==> config.mk <==
export PLATFORM = sky130hd
export DESIGN_NAME = gdr_ctrl
export DESIGN_NICKNAME = d
export VERILOG_FILES = /design/src/assert_macros.svh /design/src/gdr_pkg.sv /design/src/gdr_ctrl.sv
export SDC_FILE = /design/constraint.sdc
export NUM_CORES = 1
export LEC_CHECK = 0
export BUFFER_PORTS_ARGS = -buffer_cell sky130_fd_sc_hd__clkbuf_2
export CORE_ASPECT_RATIO = 1.25
export CORE_MARGIN = 4
export CORE_UTILIZATION = 55
export DETAILED_ROUTE_END_ITERATION = 10
export HOLD_SLACK_MARGIN = 0.15
export MAX_ROUTING_LAYER = met4
export PLACE_DENSITY = 0.79
export SLEW_MARGIN = 20
export SYNTH_ARGS = -nofsm -noshare
export SYNTH_HDL_FRONTEND = slang
export SYNTH_SLANG_ARGS = --single-unit
==> constraint.sdc <==
create_clock -name clk_i -period 2.3 [get_ports clk_i]
set_clock_uncertainty 0.2 [all_clocks]
set_input_delay 0.23 -clock clk_i [delete_from_list [all_inputs] [get_ports clk_i]]
set_output_delay 0.23 -clock clk_i [all_outputs]
set_load 0.05 [all_outputs]
==> src/assert_macros.svh <==
// ----------------------------------------------------------------------------
// Assertion macros
// Shared concurrent assertion forms, clocked on clk_i and disabled in reset.
// ----------------------------------------------------------------------------
`ifndef ASSERT_MACROS_SVH
`define ASSERT_MACROS_SVH

// Same-cycle implication
`define GDR_ASSERT_SAME(label, ante, cons, msg) \
  label: assert property (@(posedge clk_i) disable iff (!rst_ni) (ante) |-> (cons)) \
    else $error(msg);

// Next-cycle implication
`define GDR_ASSERT_NEXT(label, ante, cons, msg) \
  label: assert property (@(posedge clk_i) disable iff (!rst_ni) (ante) |=> (cons)) \
    else $error(msg);

`endif

==> src/gdr_pkg.sv <==
// ----------------------------------------------------------------------------
// gdr_pkg
// Constants, types and command/status bundles of the grid DDA wall caster.
// ----------------------------------------------------------------------------
`default_nettype none

package gdr_pkg;

  localparam int MAP_SIZE  = 32;
  localparam int TEX_SIZE  = 64;
  localparam int MAX_STEPS = 64;

  localparam int MAP_BITS  = $clog2(MAP_SIZE);
  localparam int MAP_CELLS = MAP_SIZE * MAP_SIZE;
  localparam int ADDR_W    = $clog2(MAP_CELLS);
  localparam int M_W       = ((MAP_BITS > 5) ? MAP_BITS : 5) + 2;
  localparam int STEP_W    = $clog2(MAX_STEPS + 1);

  localparam int SCR_W     = 12;
  localparam int POS_W     = 21;
  localparam int DIR_W     = 18;
  localparam int PLANE_W   = 19;
  localparam int COL_W     = 11;
  localparam int CELL_W    = 5;
  localparam int CODE_W    = 4;
  localparam int CFG_IDX_W = 3;
  localparam int CFG_DAT_W = 21;

  localparam int CAM_W     = 30;
  localparam int R_W       = 33;
  localparam int DELTA_W   = 41;
  localparam int SD_W      = 48;
  localparam int NUM_W     = 24;
  localparam int PERP_W    = 24;
  localparam int LH_W      = 16;
  localparam int FRAC_W    = 16;
  localparam int TC_W      = 9;

  localparam int DIVN_W    = 40;
  localparam int DIVD_W    = 32;
  localparam int DIV_ITER  = DIVN_W / 2;
  localparam int ITER_W    = $clog2(DIV_ITER + 1);

  localparam int MUL_A_W   = 34;
  localparam int MUL_B_W   = 26;
  localparam int PROD_W    = MUL_A_W + MUL_B_W;

  localparam logic [SCR_W-1:0]   RST_WIDTH   = 12'd640;
  localparam logic [SCR_W-1:0]   RST_HEIGHT  = 12'd480;
  localparam logic [POS_W-1:0]   RST_POS_X   = 21'd1441792;
  localparam logic [POS_W-1:0]   RST_POS_Y   = 21'd786432;
  localparam logic [DIR_W-1:0]   RST_DIR_X   = 18'h30000;
  localparam logic [DIR_W-1:0]   RST_DIR_Y   = 18'h00000;
  localparam logic [PLANE_W-1:0] RST_PLANE_X = 19'd0;
  localparam logic [PLANE_W-1:0] RST_PLANE_Y = 19'd43254;

  localparam logic [PERP_W-1:0]  PERP_MAX    = '1;
  localparam logic [LH_W-1:0]    LH_MAX      = '1;

  typedef enum logic [CFG_IDX_W-1:0] {
    CFG_SCREEN_WIDTH  = 3'd0,
    CFG_SCREEN_HEIGHT = 3'd1,
    CFG_VIEW_POS_X    = 3'd2,
    CFG_VIEW_POS_Y    = 3'd3,
    CFG_VIEW_DIR_X    = 3'd4,
    CFG_VIEW_DIR_Y    = 3'd5,
    CFG_CAM_PLANE_X   = 3'd6,
    CFG_CAM_PLANE_Y   = 3'd7
  } cfg_idx_e;

  typedef enum logic [2:0] {
    DIV_CAM  = 3'd0,
    DIV_DX   = 3'd1,
    DIV_DY   = 3'd2,
    DIV_PERP = 3'd3,
    DIV_LH   = 3'd4
  } div_sel_e;

  typedef enum logic [2:0] {
    MUL_RX   = 3'd0,
    MUL_RY   = 3'd1,
    MUL_SDX  = 3'd2,
    MUL_SDY  = 3'd3,
    MUL_FRAC = 3'd4
  } mul_sel_e;

  typedef struct packed {
    logic [SCR_W-1:0]   screen_width;
    logic [SCR_W-1:0]   screen_height;
    logic [POS_W-1:0]   pos_x;
    logic [POS_W-1:0]   pos_y;
    logic [DIR_W-1:0]   dir_x;
    logic [DIR_W-1:0]   dir_y;
    logic [PLANE_W-1:0] plane_x;
    logic [PLANE_W-1:0] plane_y;
  } cfg_t;

  typedef struct packed {
    logic     cast_start;
    logic     map_write;
    logic     div_start;
    logic     div_take;
    div_sel_e div_sel;
    logic     mul_en;
    mul_sel_e mul_sel;
    logic     rx_load;
    logic     ry_load;
    logic     sdx_load;
    logic     dda_init;
    logic     step;
    logic     look;
    logic     out_load;
  } cmd_t;

  typedef struct packed {
    logic div_done;
    logic steps_done;
    logic next_oob;
    logic cell_hit;
    logic out_free;
  } stat_t;

endpackage

`default_nettype wire

==> src/gdr_ctrl.sv <==
// ----------------------------------------------------------------------------
// gdr_ctrl
// Sequencer for map writes and ray casts.
// ----------------------------------------------------------------------------
`default_nettype none

module gdr_ctrl (
  input  wire logic           clk_i,
  input  wire logic           rst_ni,
  input  wire logic           in_valid_i,
  input  wire logic           req_type_i,
  output logic                in_stall_o,
  input  wire gdr_pkg::stat_t stat_i,
  output gdr_pkg::cmd_t       cmd_o
);

  typedef enum logic [20:0] {
    S_IDLE      = 21'h000001,
    S_CAM_GO    = 21'h000002,
    S_CAM_WAIT  = 21'h000004,
    S_RX_MUL    = 21'h000008,
    S_RY_MUL    = 21'h000010,
    S_RY_SUM    = 21'h000020,
    S_DX_GO     = 21'h000040,
    S_DX_WAIT   = 21'h000080,
    S_DY_GO     = 21'h000100,
    S_DY_WAIT   = 21'h000200,
    S_SDX_MUL   = 21'h000400,
    S_SDY_MUL   = 21'h000800,
    S_SD_SET    = 21'h001000,
    S_STEP      = 21'h002000,
    S_LOOK      = 21'h004000,
    S_PERP_GO   = 21'h008000,
    S_PERP_WAIT = 21'h010000,
    S_LH_GO     = 21'h020000,
    S_LH_WAIT   = 21'h040000,
    S_FRAC_MUL  = 21'h080000,
    S_FIN       = 21'h100000
  } state_e;

  state_e state_q, state_d;

  assign in_stall_o = (state_q != S_IDLE);

  always_comb begin
    state_d = state_q;
    cmd_o   = '0;
    case (state_q)
      S_IDLE: begin
        if (in_valid_i) begin
          if (req_type_i) begin
            cmd_o.cast_start = 1'b1;
            state_d = S_CAM_GO;
          end else begin
            cmd_o.map_write = 1'b1;
          end
        end
      end
      S_CAM_GO: begin
        cmd_o.div_sel   = gdr_pkg::DIV_CAM;
        cmd_o.div_start = 1'b1;
        state_d = S_CAM_WAIT;
      end
      S_CAM_WAIT: begin
        cmd_o.div_sel  = gdr_pkg::DIV_CAM;
        cmd_o.div_take = 1'b1;
        if (stat_i.div_done) state_d = S_RX_MUL;
      end
      S_RX_MUL: begin
        cmd_o.mul_en  = 1'b1;
        cmd_o.mul_sel = gdr_pkg::MUL_RX;
        state_d = S_RY_MUL;
      end
      S_RY_MUL: begin
        cmd_o.rx_load = 1'b1;
        cmd_o.mul_en  = 1'b1;
        cmd_o.mul_sel = gdr_pkg::MUL_RY;
        state_d = S_RY_SUM;
      end
      S_RY_SUM: begin
        cmd_o.ry_load = 1'b1;
        state_d = S_DX_GO;
      end
      S_DX_GO: begin
        cmd_o.div_sel   = gdr_pkg::DIV_DX;
        cmd_o.div_start = 1'b1;
        state_d = S_DX_WAIT;
      end
      S_DX_WAIT: begin
        cmd_o.div_sel  = gdr_pkg::DIV_DX;
        cmd_o.div_take = 1'b1;
        if (stat_i.div_done) state_d = S_DY_GO;
      end
      S_DY_GO: begin
        cmd_o.div_sel   = gdr_pkg::DIV_DY;
        cmd_o.div_start = 1'b1;
        state_d = S_DY_WAIT;
      end
      S_DY_WAIT: begin
        cmd_o.div_sel  = gdr_pkg::DIV_DY;
        cmd_o.div_take = 1'b1;
        if (stat_i.div_done) state_d = S_SDX_MUL;
      end
      S_SDX_MUL: begin
        cmd_o.mul_en  = 1'b1;
        cmd_o.mul_sel = gdr_pkg::MUL_SDX;
        state_d = S_SDY_MUL;
      end
      S_SDY_MUL: begin
        cmd_o.sdx_load = 1'b1;
        cmd_o.mul_en   = 1'b1;
        cmd_o.mul_sel  = gdr_pkg::MUL_SDY;
        state_d = S_SD_SET;
      end
      S_SD_SET: begin
        cmd_o.dda_init = 1'b1;
        state_d = S_STEP;
      end
      S_STEP: begin
        if (stat_i.steps_done) begin
          state_d = S_FIN;
        end else begin
          cmd_o.step = 1'b1;
          state_d = stat_i.next_oob ? S_FIN : S_LOOK;
        end
      end
      S_LOOK: begin
        cmd_o.look = 1'b1;
        state_d = stat_i.cell_hit ? S_PERP_GO : S_STEP;
      end
      S_PERP_GO: begin
        cmd_o.div_sel   = gdr_pkg::DIV_PERP;
        cmd_o.div_start = 1'b1;
        state_d = S_PERP_WAIT;
      end
      S_PERP_WAIT: begin
        cmd_o.div_sel  = gdr_pkg::DIV_PERP;
        cmd_o.div_take = 1'b1;
        if (stat_i.div_done) state_d = S_LH_GO;
      end
      S_LH_GO: begin
        cmd_o.div_sel   = gdr_pkg::DIV_LH;
        cmd_o.div_start = 1'b1;
        state_d = S_LH_WAIT;
      end
      S_LH_WAIT: begin
        cmd_o.div_sel  = gdr_pkg::DIV_LH;
        cmd_o.div_take = 1'b1;
        if (stat_i.div_done) state_d = S_FRAC_MUL;
      end
      S_FRAC_MUL: begin
        cmd_o.mul_en  = 1'b1;
        cmd_o.mul_sel = gdr_pkg::MUL_FRAC;
        state_d = S_FIN;
      end
      S_FIN: begin
        if (stat_i.out_free) begin
          cmd_o.out_load = 1'b1;
          state_d = S_IDLE;
        end
      end
      default: begin
        state_d = S_IDLE;
      end
    endcase
  end

  always_ff @(posedge clk_i or negedge rst_ni) begin
    if (!rst_ni) begin
      state_q <= S_IDLE;
    end else begin
      state_q <= state_d;
    end
  end

endmodule

`default_nettype wire

==> results of run 1 <==
## stage by stage
stage               area, µm²  hold slack, ns
CTS                      2360           0.159
global placement         2010          0.0267
detailed placement       2010          0.0331
floorplan                1550          -0.266
## kinds of logic after synthesis
logic type             Yosys count  share of synthesized area (%)
flip-flops                      21                           35.9
AO/OA/AOI/OAI                   20                           11.3
buffers and inverters           10                           3.58
AND/OR/NAND/NOR                 97                           45.0
XOR/XNOR                         7                           4.18
## cells in the mapped netlist, types with 2 or more instances
| library cell | count | area share, % |
|---|---|---|
| o21ai_0 | 4 | 1.4 |
| nand2b_1 | 3 | 1.3 |
| or4b_2 | 2 | 1.4 |
| dfrtp_1 | 20 | 34 |
| buf_4 | 2 | 1.0 |
| nand4b_1 | 2 | 1.2 |
| nand3b_1 | 3 | 1.5 |
| or2_2 | 2 | 0.85 |
| nand2_1 | 13 | 3.3 |
| nand4_1 | 4 | 1.7 |
| and2_1 | 2 | 0.85 |
| nor3_2 | 2 | 1.4 |
| nand3_1 | 3 | 1.0 |
| nor4_1 | 3 | 1.3 |
| or4_1 | 2 | 1.0 |
| and3_1 | 2 | 0.85 |
| inv_1 | 7 | 1.8 |
| o21ai_1 | 3 | 1.0 |
| nor2_1 | 16 | 4.1 |
| and3_2 | 4 | 2.0 |
| nor3_1 | 15 | 5.1 |
| a21o_1 | 3 | 1.5 |
| nor4_4 | 4 | 5.8 |
| nor4_2 | 3 | 2.6 |
| nor3b_1 | 4 | 2.0 |
| xor2_1 | 7 | 4.2 |
| nand3_2 | 2 | 1.4 |
## what timing repair did
| action | 4_1_cts |
|---|---|
| hold buffers | 7 |
| pin swaps | 8 |
| cloned | 1 |
| gates resized for setup | 38 |
| endpoints found under the setup margin | 24 |
| setup buffers | 7 |
| hold endpoints to repair | 30 |
==> run metrics, run 1 <==
Die Width=around 54 µm; IO Count=28; top_reg_cell synth=dfrtp_1; Placed Cells=roughly 240; Stop stage=global routing (5_1_grt); root buf cell=clkbuf_4; post-synth cell types=between 40 and 50; Avg Inst Size Synth=9.47 µm²; PortBufs=27; Detailed Place HPWL=3430 µm; Cells after Synth=155; clock sink count=21; GPL Wtd Cong=just over 0.9; tool error=[ERROR DPL-0038] Utilization greater than 100%, impossible to legalize; Place WS=-0.0322 ns; asr flop ratio synth=100%; htree depth=1; Syn Nets=164; Worst EP post-GRT repair=cmd_o[11]; run status=stopped before the end; largest net degree at the start of global routing=22; Vert. Die Dim=approximately 66 µm; Post-synth EDFFs=0; initial core utilization=approximately 59%; TritonCTS buffer count=3; Yosys Warn Count=0; CTS Buffer Depth=2; Yosys reg bits=21; worst-path endpoint category=primary output; row count=20; sequential share of the synthesized area=35.9%; Post-Syn Area=1470 µm²
==> run 2, diff against run 1 <==
- CORE_ASPECT_RATIO: 1.25 -> unset
- CORE_UTILIZATION: 55 -> 40
- HOLD_SLACK_MARGIN: 0.15 -> unset
- MAX_ROUTING_LAYER: met4 -> unset
- PLACE_DENSITY: 0.79 -> unset
- PLACE_DENSITY_LB_ADDON: unset -> 0.15
==> run metrics, run 2 <==
run status=finished with violations; failing checks=negative setup slack; P&R area growth vs syn=83.4%; sequential share of the synthesized area=around 36%; Synth top area share=34.1%; routed length per instance=19.0 µm; Least-Margin Pin Slew=about 0.57 ns; htree depth=1; post-synth cell types=45; layout cells sized above 1=about three fifths; total track usage=24.9%; vias in the first global route=about 1800; Skew-Pair Late Insertion Delay=0.27 ns; Hold Vio Cnt, Final=0; Pwr Density=approximately 700 nW/µm²; Max Fclk=0.389 GHz; Slew HR=around 62%; synth top area cells=dfrtp_1 (34%), nor4_4 (5.8%), nor3_1 (5.1%), xor2_1 (4.2%), nor2_1 (4.1%); hold path depth=2; worst hold endpoint=state_q[1]; Worst-path clk slew=~0.080 ns; PortBufs=27; Top reg by flops=state_q; r2r startpoint=state_q[13]; crit end category=primary output; largest net degree at the start of global routing=22; CP arrival=2.14 ns; fin nets=roughly 260; vias per inst=5.68; detailed-route DRC error count=0; grt total ovfl=0; Finish-stage setup viols=28; count leader, synth=dfrtp_1; Final WS setup=-0.271 ns; CTS Buffer Depth=2; DRT antenna net count=0; minimum period implied by the final worst setup slack=2.57 ns; Reg2Reg Depth=9; post-layout util=between 70% and 80%; Max Slew Vio Count=0; Max IR drop VDD=0.586 mV; Detailed Place HPWL=3350 µm; vias post-DR=1653; maxcap violations=0; Placed Cells=261; asr flop ratio synth=between 90% and 100%; GPL Wtd Cong=around 0.85; Yosys reg bits=21; worst r2r dst=state_q[0]; crit-path max FO=5; die area=4700 µm²; core area=3440 µm²; TritonCTS buffer count=3; Antenna diodes=0; post-synth top area cell=dfrtp_1; Yosys Warn Count=0; IO Count=28; final wirelength=5540 µm; clock sink count=21; initial antenna violation count=0; Req. time, crit path=1.87 ns; CTS tree=built; Syn Nets=approximately 160; Post-synth EDFFs=0; Post-Layout Cell Count=291; initial core utilization=42.6%; RSZ-0062 raised after global routing=true; largest registers=state_q (21); root buf cell=clkbuf_8; number of flip-flops under the largest register name=21; crit share post-route=112%; setup slack, reg-to-reg=-0.14 ns; CP Launch Type=register; most common cell after layout, fill and taps aside=buf_4; hold path start=req_type_i; Place WS=-0.0288 ns; Avg Inst Size Synth=approximately 9.5 µm²; Die Width=about 70 µm; Hold/Removal Path Class=in -> reg; Post-Syn Area=1470 µm²; Vert. Die Dim=68.6 µm; Cells after Synth=about 160; Pre-antenna DRT Iters=4; P_leak=0.00129 µW; number of DRC markers in iteration 0=101; crit path kind=reg -> out; row count=21; first-pass GRT wire length=8540 µm; most frequent cells in the layout=buf_4 (49), dfrtp_1 (19), nor2_1 (9); top_reg_cell synth=dfrtp_1; Synth top cells by count=dfrtp_1 (20), nor2_1 (16), nor3_1 (15)
==> run 2: layer usage <==
layer	share of wire [%]	up-vias	track usage [%]
li1	-	764	-
met5	0	-	0
met1	39	814	28.6
met4	2.3	0	9.18
met3	5.6	14	7.13
met2	53	61	43.5
==> run 2: how the worst max path moves through the flow <==
stage | startpoint | to | cells after the start
6_report | state_q[8] | cmd_o[15] | 6
5_1_grt | state_q[13] | cmd_o[16] | 7
4_1_cts | state_q[13] | cmd_o[16] | 7
3_5_place_dp | state_q[15] | state_q[0] | 7
3_3_place_gp | state_q[2] | cmd_o[11] | 7
2_1_floorplan | state_q[15] | cmd_o[7] | 7
==> run 2: worst max-delay path, cell delays in order (launching register included) <==
cell and delay [ns]:
dfrtp_1 0.42, nor4_4 0.32, buf_4 0.20, nand2_4 0.09, or4_4 0.50, nand4_1 0.18, buf_12 0.16
==> run 2: area by class of cell <==
cell class / instances / area [µm²]
repair buffers: 88 / 867
fillers: 192 / 751
clock buffers: 3 / 41.3
clock inverters: 1 / 5.00
inverters: 7 / 26.3
well taps: 46 / 57.6
flip-flops and latches: 21 / 528
multi-input cells: 125 / 1170
==> run 2: per-stage QoR <==
stage	hold WS, ns	TNS (ns)	cell area [µm²]	power, µW
2_1_floorplan	-0.266	-0.915	1550	911
3_5_place_dp	0.0407	-0.0529	2090	1220
4_1_cts	0.0553	-2.06	2540	1710
3_3_place_gp	0.0375	-0.00839	2090	1200
6_report	0.0603	-3.70	2690	1890
5_1_grt	0.0613	-6.37	2690	1970
==> run 2: report_power, final <==
group | internal, µW | total (µW) | switching [µW]
clock network | 121 | 259 | 137
registers | 396 | 421 | 25.0
logic | 589 | 1220 | 627
total | 1110 | 1890 | 789
==> run 2: cell families after synthesis <==
group / synth area share, %
xor gates and xnor gates: 4.18
and+or+nand+nor: 45.0
AOI/OAI and AO/OA: 11.3
buffers and inverters: 3.58
DFF: 35.9
==> run 2: timing repair <==
action | in CTS | in global routing
hold buffers | 4 | 0
resized for setup | 53 | 30
endpoints found under the setup margin | 21 | 31
pin swaps | 14 | 19
hold endpoints to repair | 22 | 0
setup buffers | 14 | 7
gates cloned | 1 | 0
No activity file was read; power rests on OpenSTA's default activity.
